### src/hdl/eic_pkg.sv
package eic_pkg;

   // Number of interrupt sources and the vector value that means no handler
   localparam int unsigned NUM_SOURCES        = 32;
   localparam logic [31:0] NO_HANDLER_ADDRESS = 32'h0000_0000;

   localparam int unsigned SRC_W       = 5;
   localparam int unsigned CSR_INDEX_W = 2;
   localparam logic [31:0] SOURCE_SPAN = 32'hFFFF_FFFF >> (32 - NUM_SOURCES);

   // Register window offsets
   localparam logic [31:0] OFS_STATUS  = 32'h0000_0000;
   localparam logic [31:0] OFS_MASK    = 32'h0000_0004;
   localparam logic [31:0] OFS_PENDING = 32'h0000_0008;
   localparam logic [31:0] OFS_SOURCE  = 32'h0000_000c;
   localparam logic [31:0] OFS_SLEEP   = 32'h0000_0010;
   localparam logic [31:0] OFS_FLUSH   = 32'h0000_0014;
   localparam logic [24:0] VEC_PAGE    = 25'h000_0001;

   localparam logic [2:0] WORD_SIZE = 3'd4;

   // Configuration register indexes
   localparam logic [CSR_INDEX_W-1:0] CSR_ENABLE = 2'd0;
   localparam logic [CSR_INDEX_W-1:0] CSR_BASE   = 2'd1;

   typedef enum logic [2:0] {
      MODE_READ   = 3'd0,
      MODE_WRITE  = 3'd1,
      MODE_FAULT  = 3'd2,
      MODE_TAKE   = 3'd3,
      MODE_TRAP   = 3'd4,
      MODE_RETURN = 3'd5
   } mode_type;

   typedef enum logic [2:0] {
      ERR_OK           = 3'd0,
      ERR_UNALIGNED    = 3'd1,
      ERR_UNMAPPED     = 3'd2,
      ERR_READ_ONLY    = 3'd3,
      ERR_UNHANDLED    = 3'd4,
      ERR_NONE_PENDING = 3'd5
   } err_type;

   // Controller to datapath
   typedef struct packed {
      logic capture;
      logic lookup;
      logic execute;
   } cmd_type;

   // Datapath to controller
   typedef struct packed {
      logic out_free;
   } stat_type;

endpackage

### src/hdl/exception_interrupt_controller.sv
// Channel   Direction  Handshake          Contents
// req_      in         req_valid/ready    mode, bus address, size, write data, index
// rsp_      out        rsp_valid/ready    read data, handler, flush pulses, error, request
// csr_      in         csr_valid/ready    register index, write data
//
// Each item passes capture, vector table lookup through the registered RAM
// read port, and execute; a new item is accepted only after the last has
// executed. Execute waits only while the previous result is still held in
// the output register. Reset is synchronous; vector valid bits clear at
// once, no clearing pass. The configuration port is always ready.
module exception_interrupt_controller (
   input  logic                             clock,
   input  logic                             reset,
   input  logic                             req_valid,
   output logic                             req_ready,
   input  logic [2:0]                       req_mode,
   input  logic [31:0]                      req_bus_address,
   input  logic [2:0]                       req_access_size,
   input  logic [31:0]                      req_write_data,
   input  logic [4:0]                       req_exception_index,
   output logic                             rsp_valid,
   input  logic                             rsp_ready,
   output logic [31:0]                      rsp_read_data,
   output logic                             rsp_handler_taken,
   output logic [4:0]                       rsp_handler_number,
   output logic [31:0]                      rsp_handler_address,
   output logic                             rsp_flush_data_caches,
   output logic                             rsp_flush_instr_cache,
   output logic [2:0]                       rsp_error_code,
   output logic                             rsp_interrupt_request,
   input  logic                             csr_valid,
   output logic                             csr_ready,
   input  logic [eic_pkg::CSR_INDEX_W-1:0]  csr_index,
   input  logic [31:0]                      csr_write_data
);
   import eic_pkg::*;

   cmd_type  cmd;
   stat_type stat;

   assign csr_ready = 1'b1;

   eic_controller u_ctrl (
      .clock     (clock),
      .reset     (reset),
      .req_valid (req_valid),
      .req_ready (req_ready),
      .stat      (stat),
      .cmd       (cmd)
   );

   eic_datapath u_dp (
      .clock                 (clock),
      .reset                 (reset),
      .cmd                   (cmd),
      .stat                  (stat),
      .req_mode              (req_mode),
      .req_bus_address       (req_bus_address),
      .req_access_size       (req_access_size),
      .req_write_data        (req_write_data),
      .req_exception_index   (req_exception_index),
      .csr_valid             (csr_valid),
      .csr_index             (csr_index),
      .csr_write_data        (csr_write_data),
      .rsp_valid             (rsp_valid),
      .rsp_ready             (rsp_ready),
      .rsp_read_data         (rsp_read_data),
      .rsp_handler_taken     (rsp_handler_taken),
      .rsp_handler_number    (rsp_handler_number),
      .rsp_handler_address   (rsp_handler_address),
      .rsp_flush_data_caches (rsp_flush_data_caches),
      .rsp_flush_instr_cache (rsp_flush_instr_cache),
      .rsp_error_code        (rsp_error_code),
      .rsp_interrupt_request (rsp_interrupt_request)
   );

endmodule

### src/hdl/eic_controller.sv
module eic_controller (
   input  logic              clock,
   input  logic              reset,
   input  logic              req_valid,
   output logic              req_ready,
   input  eic_pkg::stat_type stat,
   output eic_pkg::cmd_type  cmd
);
   import eic_pkg::*;

   typedef enum logic [2:0] {
      S_IDLE   = 3'b001,
      S_LOOKUP = 3'b010,
      S_EXEC   = 3'b100
   } state_type;

   state_type state_ff, state_in;

   assign req_ready   = (state_ff == S_IDLE);
   assign cmd.capture = req_valid && req_ready;
   assign cmd.lookup  = (state_ff == S_LOOKUP);
   assign cmd.execute = (state_ff == S_EXEC) && stat.out_free;

   // Advance: capture, vector lookup, execute once the result register is free
   always_comb begin
      state_in = state_ff;
      case (state_ff)
         S_IDLE:   if (cmd.capture) state_in = S_LOOKUP;
         S_LOOKUP: state_in = S_EXEC;
         S_EXEC:   if (cmd.execute) state_in = S_IDLE;
         default:  state_in = S_IDLE;
      endcase
   end

   always_ff @(posedge clock) begin
      if (reset) begin
         state_ff <= S_IDLE;
      end else begin
         state_ff <= state_in;
      end
   end

endmodule

### src/hdl/eic_datapath.sv
module eic_datapath (
   input  logic                             clock,
   input  logic                             reset,
   input  eic_pkg::cmd_type                 cmd,
   output eic_pkg::stat_type                stat,
   input  logic [2:0]                       req_mode,
   input  logic [31:0]                      req_bus_address,
   input  logic [2:0]                       req_access_size,
   input  logic [31:0]                      req_write_data,
   input  logic [4:0]                       req_exception_index,
   input  logic                             csr_valid,
   input  logic [eic_pkg::CSR_INDEX_W-1:0]  csr_index,
   input  logic [31:0]                      csr_write_data,
   output logic                             rsp_valid,
   input  logic                             rsp_ready,
   output logic [31:0]                      rsp_read_data,
   output logic                             rsp_handler_taken,
   output logic [4:0]                       rsp_handler_number,
   output logic [31:0]                      rsp_handler_address,
   output logic                             rsp_flush_data_caches,
   output logic                             rsp_flush_instr_cache,
   output logic [2:0]                       rsp_error_code,
   output logic                             rsp_interrupt_request
);
   import eic_pkg::*;

   // Lowest set bit, priority encoder
   function automatic logic [SRC_W-1:0] lowest_set(input logic [31:0] w);
      logic [SRC_W-1:0] n;
      n = SRC_W'(31);
      for (int i = 30; i >= 0; i--) begin
         if (w[i]) n = SRC_W'(i);
      end
      return n;
   endfunction

   // Configuration
   logic        enable_ff;
   logic [31:0] base_ff;

   // Architectural state
   logic [31:0]           status_ff, status_in;
   logic [31:0]           mask_ff, mask_in;
   logic [31:0]           pending_ff, pending_in;
   logic [SRC_W-1:0]      source_ff, source_in;
   logic [NUM_SOURCES-1:0] vec_valid_ff;
   logic [31:0]           vec_mem [NUM_SOURCES];

   // Captured item
   logic [2:0]       mode_ff;
   logic [31:0]      addr_ff;
   logic [2:0]       size_ff;
   logic [31:0]      wdata_ff;
   logic [SRC_W-1:0] exc_ff;

   // Lookup stage
   logic [31:0]      ofs_lk;
   logic [31:0]      waiting;
   logic [SRC_W-1:0] raddr;
   logic [31:0]      ofs_ff;
   logic [SRC_W-1:0] sel_ff;
   logic [31:0]      vq_ff;
   logic             vvalid_ff;
   logic [31:0]      entry;

   // Execute results
   logic [31:0]      rd;
   logic             taken;
   logic [SRC_W-1:0] hnum;
   logic [31:0]      haddr;
   logic             fd, fi;
   err_type          err;
   logic             irq;
   logic             vec_we;
   logic [SRC_W-1:0] vec_idx;
   logic             word;
   logic             in_vec;
   logic             exc_ok;
   err_type          slot_err;

   // Result register
   logic        rsp_valid_ff;
   logic [31:0] rd_ff, haddr_ff;
   logic        taken_ff, fd_ff, fi_ff, irq_ff;
   logic [4:0]  hnum_ff;
   logic [2:0]  err_ff;

   assign stat.out_free = !rsp_valid_ff || rsp_ready;

   // Configuration writes
   always_ff @(posedge clock) begin
      if (reset) begin
         enable_ff <= 1'b1;
         base_ff   <= 32'h0;
      end else if (csr_valid) begin
         if (csr_index == CSR_ENABLE) enable_ff <= csr_write_data[0];
         if (csr_index == CSR_BASE)   base_ff   <= csr_write_data;
      end
   end

   // Hold the accepted item
   always_ff @(posedge clock) begin
      if (cmd.capture) begin
         mode_ff  <= req_mode;
         addr_ff  <= req_bus_address;
         size_ff  <= req_access_size;
         wdata_ff <= req_write_data;
         exc_ff   <= req_exception_index;
      end
   end

   // Pick the vector entry the item needs
   assign ofs_lk  = addr_ff - base_ff;
   assign waiting = pending_ff & mask_ff & SOURCE_SPAN;

   always_comb begin
      case (mode_ff)
         MODE_READ, MODE_WRITE: raddr = ofs_lk[SRC_W+1:2];
         MODE_TAKE:             raddr = lowest_set(waiting);
         default:               raddr = exc_ff;
      endcase
   end

   always_ff @(posedge clock) begin
      if (cmd.lookup) begin
         ofs_ff    <= ofs_lk;
         sel_ff    <= lowest_set(waiting);
         vq_ff     <= vec_mem[raddr];
         vvalid_ff <= vec_valid_ff[raddr];
      end
   end

   assign entry = vvalid_ff ? vq_ff : NO_HANDLER_ADDRESS;

   // Execute the operation
   assign word    = (size_ff == WORD_SIZE);
   assign in_vec  = (ofs_ff[31:7] == VEC_PAGE);
   assign vec_idx = ofs_ff[SRC_W+1:2];
   assign exc_ok  = ({1'b0, exc_ff} < (SRC_W+1)'(NUM_SOURCES));

   always_comb begin
      if (ofs_ff[1:0] != 2'b00 || !word)
         slot_err = ERR_UNALIGNED;
      else if ({1'b0, vec_idx} >= (SRC_W+1)'(NUM_SOURCES))
         slot_err = ERR_UNMAPPED;
      else
         slot_err = ERR_OK;
   end

   always_comb begin
      status_in  = status_ff;
      mask_in    = mask_ff;
      pending_in = pending_ff;
      source_in  = source_ff;
      rd         = 32'h0;
      taken      = 1'b0;
      hnum       = '0;
      haddr      = 32'h0;
      fd         = 1'b0;
      fi         = 1'b0;
      err        = ERR_OK;
      vec_we     = 1'b0;
      case (mode_ff)
         MODE_READ: begin
            if (word && ofs_ff == OFS_STATUS)       rd = status_ff;
            else if (word && ofs_ff == OFS_MASK)    rd = mask_ff;
            else if (word && ofs_ff == OFS_PENDING) rd = pending_ff;
            else if (word && ofs_ff == OFS_SOURCE)  rd = 32'(source_ff);
            else if (in_vec) begin
               err = slot_err;
               if (slot_err == ERR_OK) rd = entry;
            end else err = ERR_UNMAPPED;
         end
         MODE_WRITE: begin
            if (word && ofs_ff == OFS_STATUS)       status_in  = wdata_ff;
            else if (word && ofs_ff == OFS_MASK)    mask_in    = wdata_ff;
            else if (word && ofs_ff == OFS_PENDING) pending_in = wdata_ff;
            else if (word && ofs_ff == OFS_SOURCE)  err = ERR_READ_ONLY;
            else if (word && ofs_ff == OFS_SLEEP)   err = ERR_OK;
            else if (word && ofs_ff == OFS_FLUSH) begin
               fd = wdata_ff[0];
               fi = wdata_ff[1];
            end else if (in_vec) begin
               err    = slot_err;
               vec_we = (slot_err == ERR_OK);
            end else err = ERR_UNMAPPED;
         end
         MODE_FAULT: begin
            if (enable_ff && exc_ok && entry != NO_HANDLER_ADDRESS)
               pending_in = pending_ff | (32'h1 << exc_ff);
            else
               err = ERR_UNHANDLED;
         end
         MODE_TAKE: begin
            if (!(enable_ff && status_ff[0] && waiting != 32'h0)) begin
               err = ERR_NONE_PENDING;
            end else begin
               source_in  = sel_ff;
               pending_in = pending_ff & ~(32'h1 << sel_ff);
               status_in  = {status_ff[30:0], 1'b0};
               taken      = 1'b1;
               hnum       = sel_ff;
               haddr      = entry;
            end
         end
         MODE_TRAP: begin
            if (exc_ok && mask_ff[exc_ff]) begin
               source_in = exc_ff;
               status_in = {status_ff[30:0], 1'b0};
               taken     = 1'b1;
               hnum      = exc_ff;
               haddr     = entry;
            end
         end
         MODE_RETURN: status_in = {1'b0, status_ff[31:1]};
         default: ;
      endcase
   end

   assign irq = enable_ff && status_in[0] && ((pending_in & mask_in & SOURCE_SPAN) != 32'h0);

   // Commit state
   always_ff @(posedge clock) begin
      if (reset) begin
         status_ff    <= 32'h0;
         mask_ff      <= 32'h0;
         pending_ff   <= 32'h0;
         source_ff    <= '0;
         vec_valid_ff <= '0;
      end else if (cmd.execute) begin
         status_ff  <= status_in;
         mask_ff    <= mask_in;
         pending_ff <= pending_in;
         source_ff  <= source_in;
         if (vec_we) vec_valid_ff[vec_idx] <= 1'b1;
      end
   end

   always_ff @(posedge clock) begin
      if (cmd.execute && vec_we) vec_mem[vec_idx] <= wdata_ff;
   end

   // Result register, drop on transfer
   always_ff @(posedge clock) begin
      if (reset) begin
         rsp_valid_ff <= 1'b0;
      end else if (cmd.execute) begin
         rsp_valid_ff <= 1'b1;
      end else if (rsp_ready) begin
         rsp_valid_ff <= 1'b0;
      end
   end

   always_ff @(posedge clock) begin
      if (cmd.execute) begin
         rd_ff    <= rd;
         taken_ff <= taken;
         hnum_ff  <= hnum;
         haddr_ff <= haddr;
         fd_ff    <= fd;
         fi_ff    <= fi;
         err_ff   <= err;
         irq_ff   <= irq;
      end
   end

   assign rsp_valid             = rsp_valid_ff;
   assign rsp_read_data         = rd_ff;
   assign rsp_handler_taken     = taken_ff;
   assign rsp_handler_number    = hnum_ff;
   assign rsp_handler_address   = haddr_ff;
   assign rsp_flush_data_caches = fd_ff;
   assign rsp_flush_instr_cache = fi_ff;
   assign rsp_error_code        = err_ff;
   assign rsp_interrupt_request = irq_ff;

endmodule

### config.mk
export PLATFORM = sky130hd
export DESIGN_NAME = exception_interrupt_controller
export DESIGN_NICKNAME = d
export VERILOG_FILES = /design/src/hdl/eic_pkg.sv /design/src/hdl/exception_interrupt_controller.sv /design/src/hdl/eic_controller.sv /design/src/hdl/eic_datapath.sv
export SDC_FILE = /design/constraint.sdc
export NUM_CORES = 2
export LEC_CHECK = 0
export BUFFER_PORTS_ARGS = -buffer_cell sky130_fd_sc_hd__clkbuf_2
export CORE_UTILIZATION = 30
export CTS_BUF_LIST = sky130_fd_sc_hd__clkbuf_16
export CTS_CLUSTER_SIZE = 24
export DETAILED_ROUTE_END_ITERATION = 16
export MAX_ROUTING_LAYER = met4
export PLACE_DENSITY = 0.51
export SLEW_MARGIN = 20
export SYNTH_ARGS = -nofsm -noshare
export SYNTH_HDL_FRONTEND = slang
export SYNTH_HIERARCHICAL = 1
export SYNTH_SLANG_ARGS = --single-unit
### constraint.sdc
create_clock -name clock -period 4.6 [get_ports clock]
set_input_delay 0.23 -clock clock [delete_from_list [all_inputs] [get_ports clock]]
set_output_delay 0.23 -clock clock [all_outputs]
set_load 0.005 [all_outputs]
==> impl_metrics.toml <==
[critical_path]
crit_buf_inv = 0
start_kind = "register"
critPathTopFamily = "simple AND/OR/NAND/NOR gates"
critPathCaptureType = "register"
crit_chain = "nor4_2 > and4_1 > nand4_4 > o21ai_2 > nand2_1 > a221oi_1 > a21oi_1 > or4_1 > nor4_1 > a31oi_1"
critical_path_required_ps = 5140
arrival_ps = 4890
crit_path_top_delay_cell = "nor4_2"
critPathMaxFanout = 7
slowest_delay_ps = 650
path_class = "register to register"

[clocking]
cts.path.max_buffers = 3
numCtsBuffers = 146
clkTransAtPathRegs_ps = 70
htreeDepth = 4
post_cts_buffers = 0
cts_tree = "yes"
clock_latency_ps = 810
root_buffer = "clkbuf_16"
cts.sinks = 1415

[timing]
fmax_ghz = 0.230
min_period_ps = 4350
worst_slew_pin_slew_ps = 1260
slew_headroom_pct = 15.7
fin_crit_sh_pct = 94.6
final.setup.worst_slack_ps = 247
fin_worst_skew_ps = 53.3
setup_violations = 0
rsz0062_at_grt = "no"
setup_tns_ps = 0
maxSlewViolCount = 0
hold_violations = 0

[final_layout]
final_net_count = 4052
multiInputGateArea_sq_mm = 0.0153
syn2layout_area_growth_pct = 21.1
final_common_cell = "edfxtp_1"
fill_cells = 17600
final_cell_mix = "1245 x edfxtp_1, 272 x mux4_2, 244 x nand2_1, 190 x clkbuf_2"
regArea_sq_mm = 0.0408
layout-drive-gt1-share_pct = 24.2
largest_register_ffs = 1024
regMostFlops = "u_dp/vec_mem"

[floorplan]
fp.dieW_microns = 437
row_count = 159
initial_core_util_pct = 30.3
ios = 193
die_area_sq_mm = 0.191
die_h_microns = 437
core_area_sq_mm = 0.188

[yosys]
netlist_area_sq_mm = 0.0569
synth_edf_count = 1245
yosys_warnings = 6
synth_cell_types = 89
ys_seq_area_share_pct = 71.7
synth_flop_cell = "edfxtp_1"
synth-seq-cells = 1415
synthArstFlopShare_pct = 0
syn_area_per_cell_sq_um = 16.7
synth_fp_nets = 3550
syn_inst = 3404

[detailed_routing]
wl_met1_microns = 82300
avgViaCountPerCell = 5.38
drt_pass1_iterations = 13
wl_microns = 186000
vias = 35000
drtIter0Drc = 4509
ant_nets = 0
maxUsedRoutingLayer = "met4"
wl_met3_microns = 12000
routed-wl-met2_microns = 87200
drcViolationCount = 6
routedWlPerCell_microns = 28.5

[job]
drv_cap = 0

[place]
gp_congestion = 0.948
dp_hpwl_microns = 116000
portBuffers = 191
pre_cts_ws_ps = 30.8

[global_route]
antenna_found_initial = 8
first_global_vias = 34400
grt_max_degree = 100
grt_pass1_wl_microns = 263000
overflow = 0
track_usage_pct = 19.7

[power_and_ir_drop]
finalPower_w = 0.0284
p_leak_nw = 21.7
powerDensity_mw_per_mm2 = 413
ir_drop_mv = 0.343

[worst_hold_path]
hp-class = "input pin to register"

[status]
outcome = "finished with violations"
violations = "design-rule violations"
-- final timing paths --
kind                         startpoint                         end  slack (ps)  depth (start not counted)
setup reg to reg         u_dp/ofs_ff[9]  u_dp/rsp_interrupt_request         250                         10
hold / removal                csr_valid             u_dp/base_ff[0]          70                          5
setup / recovery         u_dp/ofs_ff[9]  u_dp/rsp_interrupt_request         250                         10
hold reg to reg   u_dp/vec_valid_ff[16]       u_dp/vec_valid_ff[16]         470                          2
-- final cells by class --
type	count	share of cell area (%)
antenna	3	0.0109
clock buffer	147	5.34
clock inverter	115	1.50
inverter	56	0.309
multi-input combinational	1734	22.2
sequential	1415	59.2
tap	2495	4.53
timing repair buffer	553	6.91
-- Yosys cell counts, types with 16 or more instances --
library cell	instances	area, sq um
a211oi_1	52	390
a21oi_1	172	861
a222oi_1	37	370
a22o_1	16	140
a22oi_1	85	638
and2_1	43	269
buf_2	62	310
clkbuf_1	114	428
dfxtp_1	170	3400
edfxtp_1	1245	37400
ha_1	31	388
inv_1	56	210
mux2i_1	29	290
mux4_2	272	6130
nand2_1	247	927
nand2b_1	21	131
nand3_1	19	95.1
nor2_1	206	773
nor3_1	18	90.1
nor4_1	53	332
o21a_1	16	120
o21ai_0	56	280
o22ai_1	142	888
xnor2_1	17	149
-- routing by layer --
metal	vias to the layer above	track usage, %
met5	-	-
met1	18600	27.6
met2	1401	30.3
met3	246	2.50
li1	14800	-
met4	0	5.21
-- worst register-to-register path, stage by stage (launching register included) --
cell and delay [ps]:
edfxtp_1 380, nor4_2 650, and4_1 580, nand4_4 220, o21ai_2 260, nand2_1 330, a221oi_1 540, a21oi_1 150
or4_1 530, nor4_1 330, a31oi_1 140
-- where the power goes --
part	internal, W	leakage (nW)	switching, W	total [W]
clock network	0.00665	2.41	0.00515	0.0118
logic	0.00107	6.88	0.00138	0.00246
registers	0.0141	12.5	0.0000804	0.0142
total	0.0218	21.7	0.00661	0.0284
-- stage by stage --
stage,std cells,hold WS (ps),utilization [%],instance area [sq um]
after floorplan,3404,302,-,56900
after global placement,6109,407,33.4,62700
after detailed placement,6111,409,33.4,62800
after CTS,6515,6.20,36.6,68900
after global routing,6515,82.4,36.7,68900
final,6518,65.0,36.7,68900
-- cell families (layout without fill, tap and decap cells) --
logic type	after synthesis	in the layout	synth area share (%)
other	1	4	0.00659
muxes	306	306	11.4
DFF	1415	1415	71.7
adders and majority gates	32	32	0.717
AOI/OAI and AO/OA	691	691	8.23
and+or+nand+nor	683	683	5.61
xor gates and xnor gates	21	21	0.323
buffers and inverters	255	871	1.98
-- what timing repair did --
action | CTS | global route
resized for setup | 0 | 1
hold endpoints to repair | 142 | 0
hold buffers | 142 | 0
endpoints found under the setup margin | 0 | 1
(Power assumes the default switching activity.)
